**config.mk**
```make
export PLATFORM = sky130hd
export DESIGN_NAME = utf8_code_point_ring_deque
export DESIGN_NICKNAME = d
export VERILOG_FILES = /design/src/design/u8rdq_pkg.sv /design/src/design/u8rdq_store.sv /design/src/design/u8rdq_ctrl.sv /design/src/design/utf8_code_point_ring_deque.sv
export SDC_FILE = /design/constraint.sdc
export NUM_CORES = 2
export LEC_CHECK = 0
export ABC_AREA = 1
export BUFFER_PORTS_ARGS = -buffer_cell sky130_fd_sc_hd__buf_4
export CORE_AREA = 8 8 456 458
export DETAILED_ROUTE_END_ITERATION = 8
export DIE_AREA = 0 0 464 466
export PLACE_DENSITY_LB_ADDON = 0.05
export SYNTH_ARGS = -nofsm -noshare
export SYNTH_HDL_FRONTEND = slang
export SYNTH_HIERARCHICAL = 1
export SYNTH_SLANG_ARGS = --single-unit
```
**constraint.sdc**
```tcl
create_clock -name clk -period 33.9 [get_ports clk]
set_input_delay 1.695 -clock clk [delete_from_list [all_inputs] [get_ports clk]]
set_output_delay 1.695 -clock clk [all_outputs]
set_load 0.05 [all_outputs]
```
**src/design/u8rdq_pkg.sv**
```systemverilog
// shared types, constants and utf-8 codec functions for the code point ring deque
// no dependencies; imported by u8rdq_store, u8rdq_ctrl and utf8_code_point_ring_deque

package u8rdq_pkg;

    // byte store depth; pointers wrap by their natural width, so a power of two
    localparam int CAPACITY = 256;
    localparam int PTR_W    = $clog2(CAPACITY);
    localparam int CNT_W    = $clog2(CAPACITY + 1);
    localparam int MAX_UNITS = 4;
    localparam int FILL_W   = 9;
    localparam int CP_W     = 21;
    localparam int LEN_W    = 3;

    localparam logic [CP_W-1:0] CP_MAX     = 21'h10FFFF;
    localparam logic [CP_W-1:0] SURR_LO    = 21'h00D800;
    localparam logic [CP_W-1:0] SURR_HI    = 21'h00DFFF;

    // command codes
    localparam logic [1:0] CMD_PUSH_HEAD = 2'd0;
    localparam logic [1:0] CMD_PUSH_TAIL = 2'd1;
    localparam logic [1:0] CMD_POP_HEAD  = 2'd2;
    localparam logic [1:0] CMD_POP_TAIL  = 2'd3;

    typedef logic [MAX_UNITS-1:0][7:0] byte4_t;

    typedef struct packed {
        logic [LEN_W-1:0] len;
        byte4_t           bytes;
    } enc_t;

    typedef struct packed {
        logic            ok;
        logic [CP_W-1:0] cp;
    } dec_t;

    // one write port and one read port of the byte store
    typedef struct packed {
        logic             wr_en;
        logic [PTR_W-1:0] wr_addr;
        logic [7:0]       wr_data;
        logic             rd_en;
        logic [PTR_W-1:0] rd_addr;
    } mem_req_t;

    function automatic logic is_cont(input logic [7:0] b);
        return b[7:6] == 2'b10;
    endfunction

    // sequence length announced by a lead byte, zero for a bad lead
    function automatic logic [LEN_W-1:0] lead_length(input logic [7:0] b);
        logic [LEN_W-1:0] n;
        if (b < 8'h80)      n = 3'd1;
        else if (b < 8'hC2) n = 3'd0;
        else if (b < 8'hE0) n = 3'd2;
        else if (b < 8'hF0) n = 3'd3;
        else if (b < 8'hF5) n = 3'd4;
        else                n = 3'd0;
        return n;
    endfunction

    function automatic enc_t encode_cp(input logic [CP_W-1:0] cp);
        enc_t e;
        e.len   = '0;
        e.bytes = '0;
        if (cp > CP_MAX || (cp >= SURR_LO && cp <= SURR_HI)) begin
            e.len = 3'd0;
        end
        else if (cp < 21'h80) begin
            e.len      = 3'd1;
            e.bytes[0] = {1'b0, cp[6:0]};
        end
        else if (cp < 21'h800) begin
            e.len      = 3'd2;
            e.bytes[0] = {3'b110, cp[10:6]};
            e.bytes[1] = {2'b10, cp[5:0]};
        end
        else if (cp < 21'h10000) begin
            e.len      = 3'd3;
            e.bytes[0] = {4'b1110, cp[15:12]};
            e.bytes[1] = {2'b10, cp[11:6]};
            e.bytes[2] = {2'b10, cp[5:0]};
        end
        else begin
            e.len      = 3'd4;
            e.bytes[0] = {5'b11110, cp[20:18]};
            e.bytes[1] = {2'b10, cp[17:12]};
            e.bytes[2] = {2'b10, cp[11:6]};
            e.bytes[3] = {2'b10, cp[5:0]};
        end
        return e;
    endfunction

    // checks and decodes len bytes, lead byte first
    function automatic dec_t decode_seq(input byte4_t b, input logic [LEN_W-1:0] len);
        dec_t            d;
        logic            good;
        logic [CP_W-1:0] v;
        good = (len != 3'd0) && (lead_length(b[0]) == len);
        for (int i = 1; i < MAX_UNITS; i++) begin
            if ((LEN_W'(i) < len) && !is_cont(b[i])) begin
                good = 1'b0;
            end
        end
        unique case (len)
            3'd1:    v = {14'd0, b[0][6:0]};
            3'd2:    v = {10'd0, b[0][4:0], b[1][5:0]};
            3'd3:    v = {5'd0, b[0][3:0], b[1][5:0], b[2][5:0]};
            3'd4:    v = {b[0][2:0], b[1][5:0], b[2][5:0], b[3][5:0]};
            default: v = '0;
        endcase
        // overlong forms, surrogates and values past the unicode range
        if (len == 3'd2 && v < 21'h80)    good = 1'b0;
        if (len == 3'd3 && v < 21'h800)   good = 1'b0;
        if (len == 3'd4 && v < 21'h10000) good = 1'b0;
        if (v > CP_MAX)                   good = 1'b0;
        if (v >= SURR_LO && v <= SURR_HI) good = 1'b0;
        d.ok = good;
        d.cp = good ? v : '0;
        return d;
    endfunction

endpackage

```
**src/design/u8rdq_store.sv**
```systemverilog
// byte store of the deque: synchronous ram, one write and one read port
// depends on u8rdq_pkg for depth and the request struct

module u8rdq_store
    import u8rdq_pkg::*;
(
    input  logic       clk,
    input  mem_req_t   req,
    output logic [7:0] rd_data
);

    logic [7:0] mem [CAPACITY];
    logic [7:0] rd_data_reg;

    always_ff @(posedge clk)
    begin
        if (req.wr_en)
        begin
            mem[req.wr_addr] <= req.wr_data;
        end
    end

    always_ff @(posedge clk)
    begin
        if (req.rd_en)
        begin
            rd_data_reg <= mem[req.rd_addr];
        end
    end

    assign rd_data = rd_data_reg;

endmodule

```
**src/design/u8rdq_ctrl.sv**
```systemverilog
// sequencer of the deque: pointers, byte count, store access and result register
// depends on u8rdq_pkg; drives the byte store through a mem_req_t

module u8rdq_ctrl
    import u8rdq_pkg::*;
(
    input  logic              clk,
    input  logic              rst_n,
    input  logic              in_valid,
    output logic              in_ready,
    input  logic [1:0]        command,
    input  logic [CP_W-1:0]   code_point_in,
    output logic              out_valid,
    input  logic              out_ready,
    output logic              ok,
    output logic [LEN_W-1:0]  units_moved,
    output logic [CP_W-1:0]   code_point_out,
    output logic [FILL_W-1:0] fill_level,
    output mem_req_t          mem_req,
    input  logic [7:0]        mem_rd_data
);

    localparam logic [2:0] S_IDLE = 3'd0;
    localparam logic [2:0] S_WR   = 3'd1;
    localparam logic [2:0] S_RD   = 3'd2;
    localparam logic [2:0] S_WAIT = 3'd3;
    localparam logic [2:0] S_EVAL = 3'd4;

    logic [2:0]        state_reg, state_next;
    logic [1:0]        cmd_reg;
    logic [LEN_W-1:0]  enc_len_reg;
    byte4_t            enc_bytes_reg;
    logic              push_ok_reg;
    logic [PTR_W-1:0]  base_reg;
    logic [1:0]        idx_reg;
    logic              cap_vld_reg;
    logic [1:0]        cap_idx_reg;
    byte4_t            bytes_reg;
    logic [PTR_W-1:0]  head_reg, head_next;
    logic [PTR_W-1:0]  tail_reg, tail_next;
    logic [CNT_W-1:0]  count_reg, count_next;
    logic              out_valid_reg;
    logic              ok_reg;
    logic [LEN_W-1:0]  units_reg;
    logic [CP_W-1:0]   cp_out_reg;
    logic [FILL_W-1:0] fill_reg;

    logic              accept;
    logic              out_free;
    logic              commit;
    enc_t              enc;
    logic              fits;

    logic              res_ok;
    logic [LEN_W-1:0]  res_len;
    logic [CP_W-1:0]   res_cp;
    dec_t              dec_head;
    dec_t              dec_tail;
    logic [LEN_W-1:0]  head_len;
    logic              tail_found;
    logic              tail_stop;
    logic [1:0]        tail_trail;
    byte4_t            tail_fw;

    assign in_ready = (state_reg == S_IDLE);
    assign accept   = in_valid && in_ready;
    assign out_free = !out_valid_reg || out_ready;
    assign commit   = (state_reg == S_EVAL) && out_free;

    assign enc  = encode_cp(code_point_in);
    assign fits = (enc.len != '0) &&
        (({1'b0, count_reg} + (CNT_W+1)'(enc.len)) <= (CNT_W+1)'(CAPACITY));

    // store access
    always_comb
    begin
        mem_req         = '0;
        mem_req.wr_addr = base_reg + PTR_W'(idx_reg);
        mem_req.wr_data = enc_bytes_reg[idx_reg];
        mem_req.rd_addr = (cmd_reg == CMD_POP_TAIL) ? (base_reg - PTR_W'(idx_reg))
                                                    : (base_reg + PTR_W'(idx_reg));
        mem_req.wr_en   = (state_reg == S_WR);
        mem_req.rd_en   = (state_reg == S_RD);
    end

    // head pop: lead byte gives the length
    always_comb
    begin
        head_len = lead_length(bytes_reg[0]);
        dec_head = decode_seq(bytes_reg, head_len);
    end

    // tail pop: bytes_reg[k] holds the byte k+1 places before the tail
    always_comb
    begin
        tail_found = 1'b0;
        tail_stop  = 1'b0;
        tail_trail = '0;
        tail_fw    = '0;
        for (int k = 0; k < MAX_UNITS; k++)
        begin
            if (!tail_stop)
            begin
                if (CNT_W'(k) >= count_reg)
                begin
                    tail_stop = 1'b1;
                end
                else if (!is_cont(bytes_reg[k]))
                begin
                    tail_found = 1'b1;
                    tail_trail = 2'(k);
                    tail_stop  = 1'b1;
                end
            end
        end
        for (int j = 0; j < MAX_UNITS; j++)
        begin
            if (2'(j) <= tail_trail)
            begin
                tail_fw[j] = bytes_reg[tail_trail - 2'(j)];
            end
        end
        dec_tail = decode_seq(tail_fw, LEN_W'(tail_trail) + 3'd1);
    end

    // outcome of the item and the pointer update it causes
    always_comb
    begin
        res_ok     = 1'b0;
        res_len    = '0;
        res_cp     = '0;
        head_next  = head_reg;
        tail_next  = tail_reg;
        count_next = count_reg;
        unique case (cmd_reg)
            CMD_PUSH_HEAD:
            begin
                res_ok = push_ok_reg;
                if (push_ok_reg)
                begin
                    res_len    = enc_len_reg;
                    head_next  = base_reg;
                    count_next = count_reg + CNT_W'(enc_len_reg);
                end
            end
            CMD_PUSH_TAIL:
            begin
                res_ok = push_ok_reg;
                if (push_ok_reg)
                begin
                    res_len    = enc_len_reg;
                    tail_next  = tail_reg + PTR_W'(enc_len_reg);
                    count_next = count_reg + CNT_W'(enc_len_reg);
                end
            end
            CMD_POP_HEAD:
            begin
                if (count_reg != '0 && CNT_W'(head_len) <= count_reg && dec_head.ok)
                begin
                    res_ok     = 1'b1;
                    res_len    = head_len;
                    res_cp     = dec_head.cp;
                    head_next  = head_reg + PTR_W'(head_len);
                    count_next = count_reg - CNT_W'(head_len);
                end
            end
            CMD_POP_TAIL:
            begin
                if (tail_found && dec_tail.ok)
                begin
                    res_ok     = 1'b1;
                    res_len    = LEN_W'(tail_trail) + 3'd1;
                    res_cp     = dec_tail.cp;
                    tail_next  = tail_reg - PTR_W'(tail_trail) - PTR_W'(1);
                    count_next = count_reg - CNT_W'(tail_trail) - CNT_W'(1);
                end
            end
            default:
            begin
                res_ok = 1'b0;
            end
        endcase
    end

    always_comb
    begin
        state_next = state_reg;
        unique case (state_reg)
            S_IDLE:
            begin
                if (accept)
                begin
                    if (command == CMD_PUSH_HEAD || command == CMD_PUSH_TAIL)
                        state_next = fits ? S_WR : S_EVAL;
                    else
                        state_next = (count_reg != '0) ? S_RD : S_EVAL;
                end
            end
            S_WR:    state_next = (LEN_W'(idx_reg) + 3'd1 == enc_len_reg) ? S_EVAL : S_WR;
            S_RD:    state_next = (idx_reg == 2'd3) ? S_WAIT : S_RD;
            S_WAIT:  state_next = S_EVAL;
            S_EVAL:  state_next = out_free ? S_IDLE : S_EVAL;
            default: state_next = S_IDLE;
        endcase
    end

    always_ff @(posedge clk or negedge rst_n)
    begin
        if (!rst_n)
        begin
            state_reg     <= S_IDLE;
            head_reg      <= '0;
            tail_reg      <= '0;
            count_reg     <= '0;
            out_valid_reg <= 1'b0;
            cap_vld_reg   <= 1'b0;
        end
        else
        begin
            state_reg   <= state_next;
            cap_vld_reg <= (state_reg == S_RD);
            if (commit)
            begin
                head_reg      <= head_next;
                tail_reg      <= tail_next;
                count_reg     <= count_next;
                out_valid_reg <= 1'b1;
            end
            else if (out_ready)
            begin
                out_valid_reg <= 1'b0;
            end
        end
    end

    // item payload, read capture and result fields
    always_ff @(posedge clk)
    begin
        cap_idx_reg <= idx_reg;
        if (accept)
        begin
            cmd_reg       <= command;
            enc_len_reg   <= enc.len;
            enc_bytes_reg <= enc.bytes;
            push_ok_reg   <= fits;
            idx_reg       <= '0;
            if (command == CMD_PUSH_HEAD)
                base_reg <= head_reg - PTR_W'(enc.len);
            else if (command == CMD_POP_TAIL)
                base_reg <= tail_reg - PTR_W'(1);
            else if (command == CMD_POP_HEAD)
                base_reg <= head_reg;
            else
                base_reg <= tail_reg;
        end
        else if (state_reg == S_WR || state_reg == S_RD)
        begin
            idx_reg <= idx_reg + 2'd1;
        end
        if (cap_vld_reg)
        begin
            bytes_reg[cap_idx_reg] <= mem_rd_data;
        end
        if (commit)
        begin
            ok_reg     <= res_ok;
            units_reg  <= res_len;
            cp_out_reg <= res_cp;
            fill_reg   <= FILL_W'(count_next);
        end
    end

    assign out_valid      = out_valid_reg;
    assign ok             = ok_reg;
    assign units_moved    = units_reg;
    assign code_point_out = cp_out_reg;
    assign fill_level     = fill_reg;

endmodule

```
**src/design/utf8_code_point_ring_deque.sv**
```systemverilog
// top level of the utf-8 code point ring deque
// depends on u8rdq_pkg, u8rdq_store and u8rdq_ctrl

// A double-ended queue of unicode code points held as utf-8 in a 256-byte
// circular store. Each input transaction pushes a code point at the head or
// tail, or pops one from the head or tail, and gives exactly one result
// transaction: ok, bytes moved, the popped code point and the fill level.
// Invalid code points, pushes without room, empty pops and malformed or
// truncated sequences are refused with the state unchanged. One item is
// worked at a time through the synchronous byte store (one write and one
// read port): a push writes its encoded bytes one byte per cycle, a pop
// reads four bytes one byte per cycle and waits for the read data, then
// the item is evaluated; a refused push or a pop on an empty deque goes
// straight to evaluation. The store needs no clearing after reset. A finished
// result sits in the output register while the next item is accepted; the
// block only stalls when a second result is ready before the first is taken.

module utf8_code_point_ring_deque
    import u8rdq_pkg::*;
(
    input  logic              clk,
    input  logic              rst_n,
    // input channel
    input  logic              in_valid,
    output logic              in_ready,
    input  logic [1:0]        command,
    input  logic [CP_W-1:0]   code_point_in,
    // result channel
    output logic              out_valid,
    input  logic              out_ready,
    output logic              ok,
    output logic [LEN_W-1:0]  units_moved,
    output logic [CP_W-1:0]   code_point_out,
    output logic [FILL_W-1:0] fill_level
);

    // store request from the sequencer, read data back in the next cycle
    mem_req_t   mem_req;
    logic [7:0] mem_rd_data;

    // pointers, count and the per-item sequence
    u8rdq_ctrl u_ctrl (
        .clk            (clk),
        .rst_n          (rst_n),
        .in_valid       (in_valid),
        .in_ready       (in_ready),
        .command        (command),
        .code_point_in  (code_point_in),
        .out_valid      (out_valid),
        .out_ready      (out_ready),
        .ok             (ok),
        .units_moved    (units_moved),
        .code_point_out (code_point_out),
        .fill_level     (fill_level),
        .mem_req        (mem_req),
        .mem_rd_data    (mem_rd_data)
    );

    // byte store; writes and reads never share a cycle, so no forwarding
    u8rdq_store u_store (
        .clk     (clk),
        .req     (mem_req),
        .rd_data (mem_rd_data)
    );

    // a refused transaction reports nothing moved and no code point
    assert property (@(posedge clk) disable iff (!rst_n)
        (out_valid && !ok) |-> (units_moved == '0 && code_point_out == '0))
    else $error("refused result carries data");

    // a carried-out transaction moves one to four bytes of a legal code point
    assert property (@(posedge clk) disable iff (!rst_n)
        (out_valid && ok) |-> (units_moved != '0 && units_moved <= 3'd4 &&
                               code_point_out <= CP_MAX))
    else $error("bad length or code point on success");

    // one item at a time: the input closes right after a transaction
    assert property (@(posedge clk) disable iff (!rst_n)
        (in_valid && in_ready) |=> !in_ready)
    else $error("second item accepted while one is in work");

    // fill level never passes the capacity
    assert property (@(posedge clk) disable iff (!rst_n)
        out_valid |-> (fill_level <= FILL_W'(CAPACITY)))
    else $error("fill level beyond capacity");

endmodule
```
* After elaboration in Yosys (flattened, before gate mapping)
Memory sizes are Yosys's and may differ from the RTL's. A register that Yosys moved wholly into a read port is not among the register bits.
Cells that the tools add are included.
** Word-level totals
- Register bits after elaboration :: 146
- Bits in latches :: 0
- RAM bits :: 2048
- ROM bits :: 0
- Input bits :: 27
- Output and inout bits :: 36
- Memories kept :: 1
** Operators by class
- $add $sub $neg :: 19
- $mul :: 0
- Div/mod/pow operators :: 0
- $lt $le $gt $ge :: 51
- Equality and inequality tests :: 33
- Shift-type cells :: 0
- Multiplexer cells :: 118
- Bitwise logic cells :: 0
- Reductions and logical operators :: 50
** Memory list
- u_store.mem :: depth 256, width 8, rd ports 1, clocked after memory_dff 1, write ports 1, line u8rdq_store.sv:12 : logic [7:0] mem [CAPACITY];
** Operators by type and width (number)
- $pmux W21 S4 :: 2
- $mux W8 :: 19
- $mux W21 :: 4
- $bmux W8 S2 :: 5
- $lt A8 B8 Y1 const B :: 10
- $mux W3 :: 23
- $ge A21 B16 Y1 const B :: 3
- $gt A21 B21 Y1 const B :: 3
- $le A21 B16 Y1 const B :: 3
- $lt A21 B12 Y1 const B :: 3
- $lt A21 B17 Y1 const B :: 3
- $lt A21 B8 Y1 const B :: 3
- $mux W1 :: 42
- $pmux W21 S2 :: 1
- $bwmux W32 :: 1
- $pmux W8 S2 :: 2
- $mux W9 :: 3
- $pmux W9 S3 :: 1
- $eq A2 B2 Y1 const B :: 12
- $logic_and A1 B1 Y1 :: 23
- $mux W22 :: 1
- $eq A3 B2 Y1 const B :: 6
- $ge A1 B9 Y1 const A :: 2
- $ge A2 B9 Y1 const A :: 2
- 46 further kinds :: 94

* Depth between registers and ports, before layout
- Word-level depth :: 32
- Depth in mapped cells :: 29

* Cells and area by module
Netlist, hierarchy kept.
** By module, submodules not included
- u8rdq_store :: instances 1, cells an instance 7003, area each 83476.3 um^2
- u8rdq_ctrl :: instances 1, cells an instance 1329, area each 10253.6 um^2

* Worst setup path after synthesis
Ideal clock, no wire load.
- Path kind :: register to register
- Start :: register u_ctrl.idx_reg[0]
- End :: memory u_store.mem[0][7], data pin
- Data arrival time :: 10.654 ns
- Path slack :: 21.057 ns
- Cell stages (with the launch flop) :: 4
- Path buffers :: 1
- Period minus slack after synthesis :: 12.843 ns
- Path through :: dfxtp_1 -> clkbuf_1 -> o21ai_0 -> o21ai_0
** RTL lines
- start: declaration :: line u8rdq_ctrl.sv:35 : logic [1:0] idx_reg;
- start signal: assignment :: line u8rdq_ctrl.sv:258 : idx_reg <= idx_reg + 2'd1;
- end: declaration :: line u8rdq_store.sv:12

* Final worst setup path
- Start :: register u_ctrl.count_reg[1]
- End :: register u_ctrl.cp_out_reg[19] (netlist: u_ctrl/code_point_out[19]), data pin
** On the way
- Longest elaborated chain between the ends :: 31
- Elaborated cells between the ends (all ways) :: 104
- Those cells by class :: add/sub: 4; order compare: 23; eq/ne: 8; mux: 53; reduce/logical: 16
** RTL lines
- start: declaration :: line u8rdq_ctrl.sv:41 : logic [CNT_W-1:0] count_reg, count_next;
- start signal: assignment :: line u8rdq_ctrl.sv:226 : count_reg <= count_next;
- $ge A1 B9 Y1 :: line u8rdq_ctrl.sv:104 : if (CNT_W'(k) >= count_reg)
- $mux W2 or $mux W1 (tied branches) :: line u8rdq_ctrl.sv:104
- $mux W2 :: line u8rdq_ctrl.sv:102 : if (!tail_stop)
- $mux W2 :: line u8rdq_ctrl.sv:108 : else if (!is_cont(bytes_reg[k]))
- $mux W2 :: line u8rdq_ctrl.sv:104
- $mux W2 :: line u8rdq_ctrl.sv:102
- $mux W2 :: line u8rdq_ctrl.sv:108
- $mux W2 :: line u8rdq_ctrl.sv:104
- [... 15 more ...]
- $mux W1 :: line u8rdq_pkg.sv:113 : if (len == 3'd2 && v < 21'h80) good = 1'b0;
- $mux W1 :: line u8rdq_pkg.sv:114 : if (len == 3'd3 && v < 21'h800) good = 1'b0;
- $mux W1 :: line u8rdq_pkg.sv:115 : if (len == 3'd4 && v < 21'h10000) good = 1'b0;
- $mux W1 :: line u8rdq_pkg.sv:116 : if (v > CP_MAX) good = 1'b0;
- $mux W1 :: line u8rdq_pkg.sv:117 : if (v >= SURR_LO && v <= SURR_HI) good = 1'b0;
- $mux W21 or $logic_and A1 B1 Y1 (tied branches) :: line u8rdq_pkg.sv:119, u8rdq_ctrl.sv:169
- $mux W21 :: line u8rdq_ctrl.sv:169 : if (tail_found && dec_tail.ok)
- $pmux W21 S2 * :: line u8rdq_ctrl.sv:135 : unique case (cmd_reg)
- end signal: assignment :: line u8rdq_ctrl.sv:268 : cp_out_reg <= res_cp;
- end: declaration :: line u8rdq_ctrl.sv:45 : logic [CP_W-1:0] cp_out_reg;
Every way passes the cells marked *; elsewhere a longest branch is shown, timed or not. The select of a mux whose other input is x is not followed.
A chain may end at the register's enable or synchronous reset.

==> flow_summary.yaml <==
pwr:
  cell_internal_pwr_mw: 6.141
  ir_drop_v: 0.0001360
  p_seq_frac: 0.326
  total_power_mw: 11.31
  pwr-share-clk: 0.211
  swShare: 0.4571
  p_comb_frac: 0.463
  p_switching_mw: 5.170
  p_per_area_mw_per_mm2: 109.8
  leakage_nw: 36.18
global_routing:
  grt_overflow_total: 0
  grt_max_degree: 188
  grt_pass1_wl_um: 410800
  antenna_found_initial: 10
  grtUsageTotal: 0.2500
  first_global_vias: 60160
timing:
  drv_slew: 0
  fin_skew_ns: 0.03341
  final.setup.worst_slack_ns: 27.27
  rsz0062_at_grt: "no"
  relSlewSlack: 0.1514
  fin_hold_ws_ns: 0.5004
  finalSetupViolCount: 0
  setup_tns_ns: 0
  finalCriticalPeriod_ns: 6.628
  min_period_over_period: 0.1955
  fmax_mhz: 150.9
  worst-slew-pin-transition_ns: 1.268
  hold_viol: 0
clock_tree:
  cts_buffers: 231
  post_cts_buffers: 0
  cts.htree.levels: 4
  clock_path_buffers: 3
  root_buffer: "clkbuf_16"
  path_clk_slew_ns: 0.06
  cts_tree: "built"
  cts-hold-fix-buffers: 0
  post_cts_resized: 0
  cts.sinks: 2198
  clk_latency_ns: 0.87
worst_setup_path:
  r2r_end: "u_ctrl/code_point_out[19]$_SDFFCE_PP0P_"
  crit_fanout: 19
  r2r-start: "u_ctrl/count_reg[1]$_DFFE_PN0P_"
  cp-startpoint: "u_ctrl/count_reg[1]$_DFFE_PN0P_"
  cp_data_arrival_time_ns: 7.26
  start_kind: "flip-flop"
  worst_setup_path_end_kind: "flip-flop"
  reg2reg_slack_ns: 27.27
  critPathRequiredTime_ns: 34.53
  path_class: "reg2reg"
  reg2reg_depth: 21
placement:
  port-buffer-count: 62
  hpwlAfterDp_um: 157800
  pre_cts_ws_ns: 27.40
  place_area_mm2: 0.09595
  gp_congestion: 0.8494
  dp_cells: 10630
yosys:
  netlist_top_cells_area: "edfxtp_1 (69%), nand3_1 (11%), nand2_1 (9.6%), nor2_1 (1.7%), buf_2 (1.5%)"
  yosys.area.top_type: "edfxtp_1"
  synth_async_sr_flop_share: 0.01365
  avgSynthCellArea_um2: 11.25
  synthCells: 8332
  yosys_warnings: 6
  synth_top_area_share: 0.6933
  ys_seq_area_frac: 0.7022
  ys_ff_latch: 2198
  synth_nets: 8401
  ys.flop_type: "edfxtp_1"
  syn_area_mm2: 0.09373
  yosysUniqueCellTypes: 55
  synth_edf_count: 2164
drt:
  route.vias.total: 63710
  ant_nets: 0
  drt_wl_total_um: 279600
  wire_per_inst_um: 25.28
  vias_per_cell: 5.761
  first_iter_violations: 7177
  drtPass1Iterations: 6
  drc: 0
min_path:
  hold_depth: 1
  hold_class: "reg2reg"
  hold_start: "u_ctrl/tail_reg[6]$_DFFE_PN0P_"
  holdPathEnd: "u_ctrl/tail_reg[6]$_DFFE_PN0P_"
finish:
  multiInputGateArea_mm2: 0.02469
  finalNonFillerCells: 11060
  fin_nets: 8259
  drive_gt1_frac: 0.06515
  seqCellArea_mm2: 0.06581
  synthToLayoutAreaGrowth_pct: 9.902
  finalInstanceArea_mm2: 0.1030
  largest_reg_flops: 2048
  final_util: 0.5128
  layout_common_cells: "nand2_1 (2389), edfxtp_1 (2164), nand3_1 (2134)"
  fill_cells: 17560
  final_common_cell: "nand2_1"
floorplanning:
  die_y_um: 466
  die_area_mm2: 0.2162
  ios: 63
  start_util: 0.4666
  die_x_um: 464
  row_count: 165
  core-area_mm2: 0.2009
job:
  cap_violations: 0
outcome:
  outcome: "finished clean"
## routing by layer
| layer | up-vias | global-route usage | share of wire |
|---|---|---|---|
| met3 | 443 | 0.04409 | 0.076 |
| met2 | 2427 | 0.3946 | 0.46 |
| met5 | - | 0 | 0 |
| li1 | 29170 | - | - |
| met1 | 31670 | 0.3559 | 0.43 |
| met4 | 0 | 0.07686 | 0.031 |
## cell families (layout without fill, tap and decap cells)
| family | count (synthesis) | after routing | synth area share |
|---|---|---|---|
| simple gates | 5075 | 5075 | 0.2349 |
| xor+xnor | 35 | 35 | 0.003270 |
| compound gates | 249 | 249 | 0.01619 |
| fa+ha+maj | 42 | 42 | 0.006407 |
| buf+inv | 733 | 782 | 0.03706 |
| flops | 2198 | 2198 | 0.7022 |
| other cells | 0 | 7 | 0 |
## worst max path at each step
stage,slack [ns],endpoint,cells past startpoint
6_report,27.27,u_ctrl/code_point_out[19]$_SDFFCE_PP0P_,21
3_5_place_dp,27.40,u_ctrl/code_point_out[19]$_SDFFCE_PP0P_,21
4_1_cts,27.37,u_ctrl/code_point_out[19]$_SDFFCE_PP0P_,21
5_1_grt,26.82,u_ctrl/code_point_out[19]$_SDFFCE_PP0P_,21
2_1_floorplan,21.06,u_store/mem[0][7]$_DFFE_PP_,3
3_3_place_gp,27.34,u_ctrl/code_point_out[19]$_SDFFCE_PP0P_,21
## synthesized netlist by cell type, types with 32 or more instances
cell / count
o21ai_0: 81
nand2_1: 2403
nand3_1: 2134
buf_1: 43
a21oi_1: 45
nor3_1: 32
o22ai_1: 36
ha_1: 32
buf_4: 51
edfxtp_1: 2164
inv_1: 186
clkbuf_1: 141
nor2_1: 434
buf_2: 275
## power by group through the flow
stage / clock network [mW] / registers [mW] / logic, mW
after floorplan: 0 / 3.99 / 3.28
after global placement: 0 / 3.75 / 5.20
after detailed placement: 0 / 3.75 / 5.22
after CTS: 2.43 / 3.69 / 5.23
after global routing: 2.53 / 3.70 / 5.66
final: 2.38 / 3.69 / 5.24
## worst max-delay path: stages (launching register included)
cell     delay [ns]
dfrtp_1        0.70
nor2_1         0.10
nand2_1        0.13
nor2_4         0.06
nor2_4         0.39
inv_2          0.09
nor2_1         0.13
nand2_2        0.36
inv_2          0.49
ha_1           0.69
inv_1          0.44
nand3_1        0.24
nand3_1        0.17
o22ai_1        0.31
nor2_1         0.08
nand2_1        0.07
nor2_1         0.04
nand2_2        0.22
nand3_2        0.34
nor2_2         0.66
inv_2          0.28
o21ai_0        0.36
## layout make-up
type,count,area share
Sequential cell,2198,0.6389
Antenna cell,7,0.0001700
Multi-Input combinational cell,5401,0.2397
Clock inverter,136,0.009972
Clock buffer,288,0.05840
Timing Repair Buffer,159,0.01280
Tap cell,2672,0.03245
Inverter,199,0.007652
Note: power is estimated with default switching activity, not from simulation.
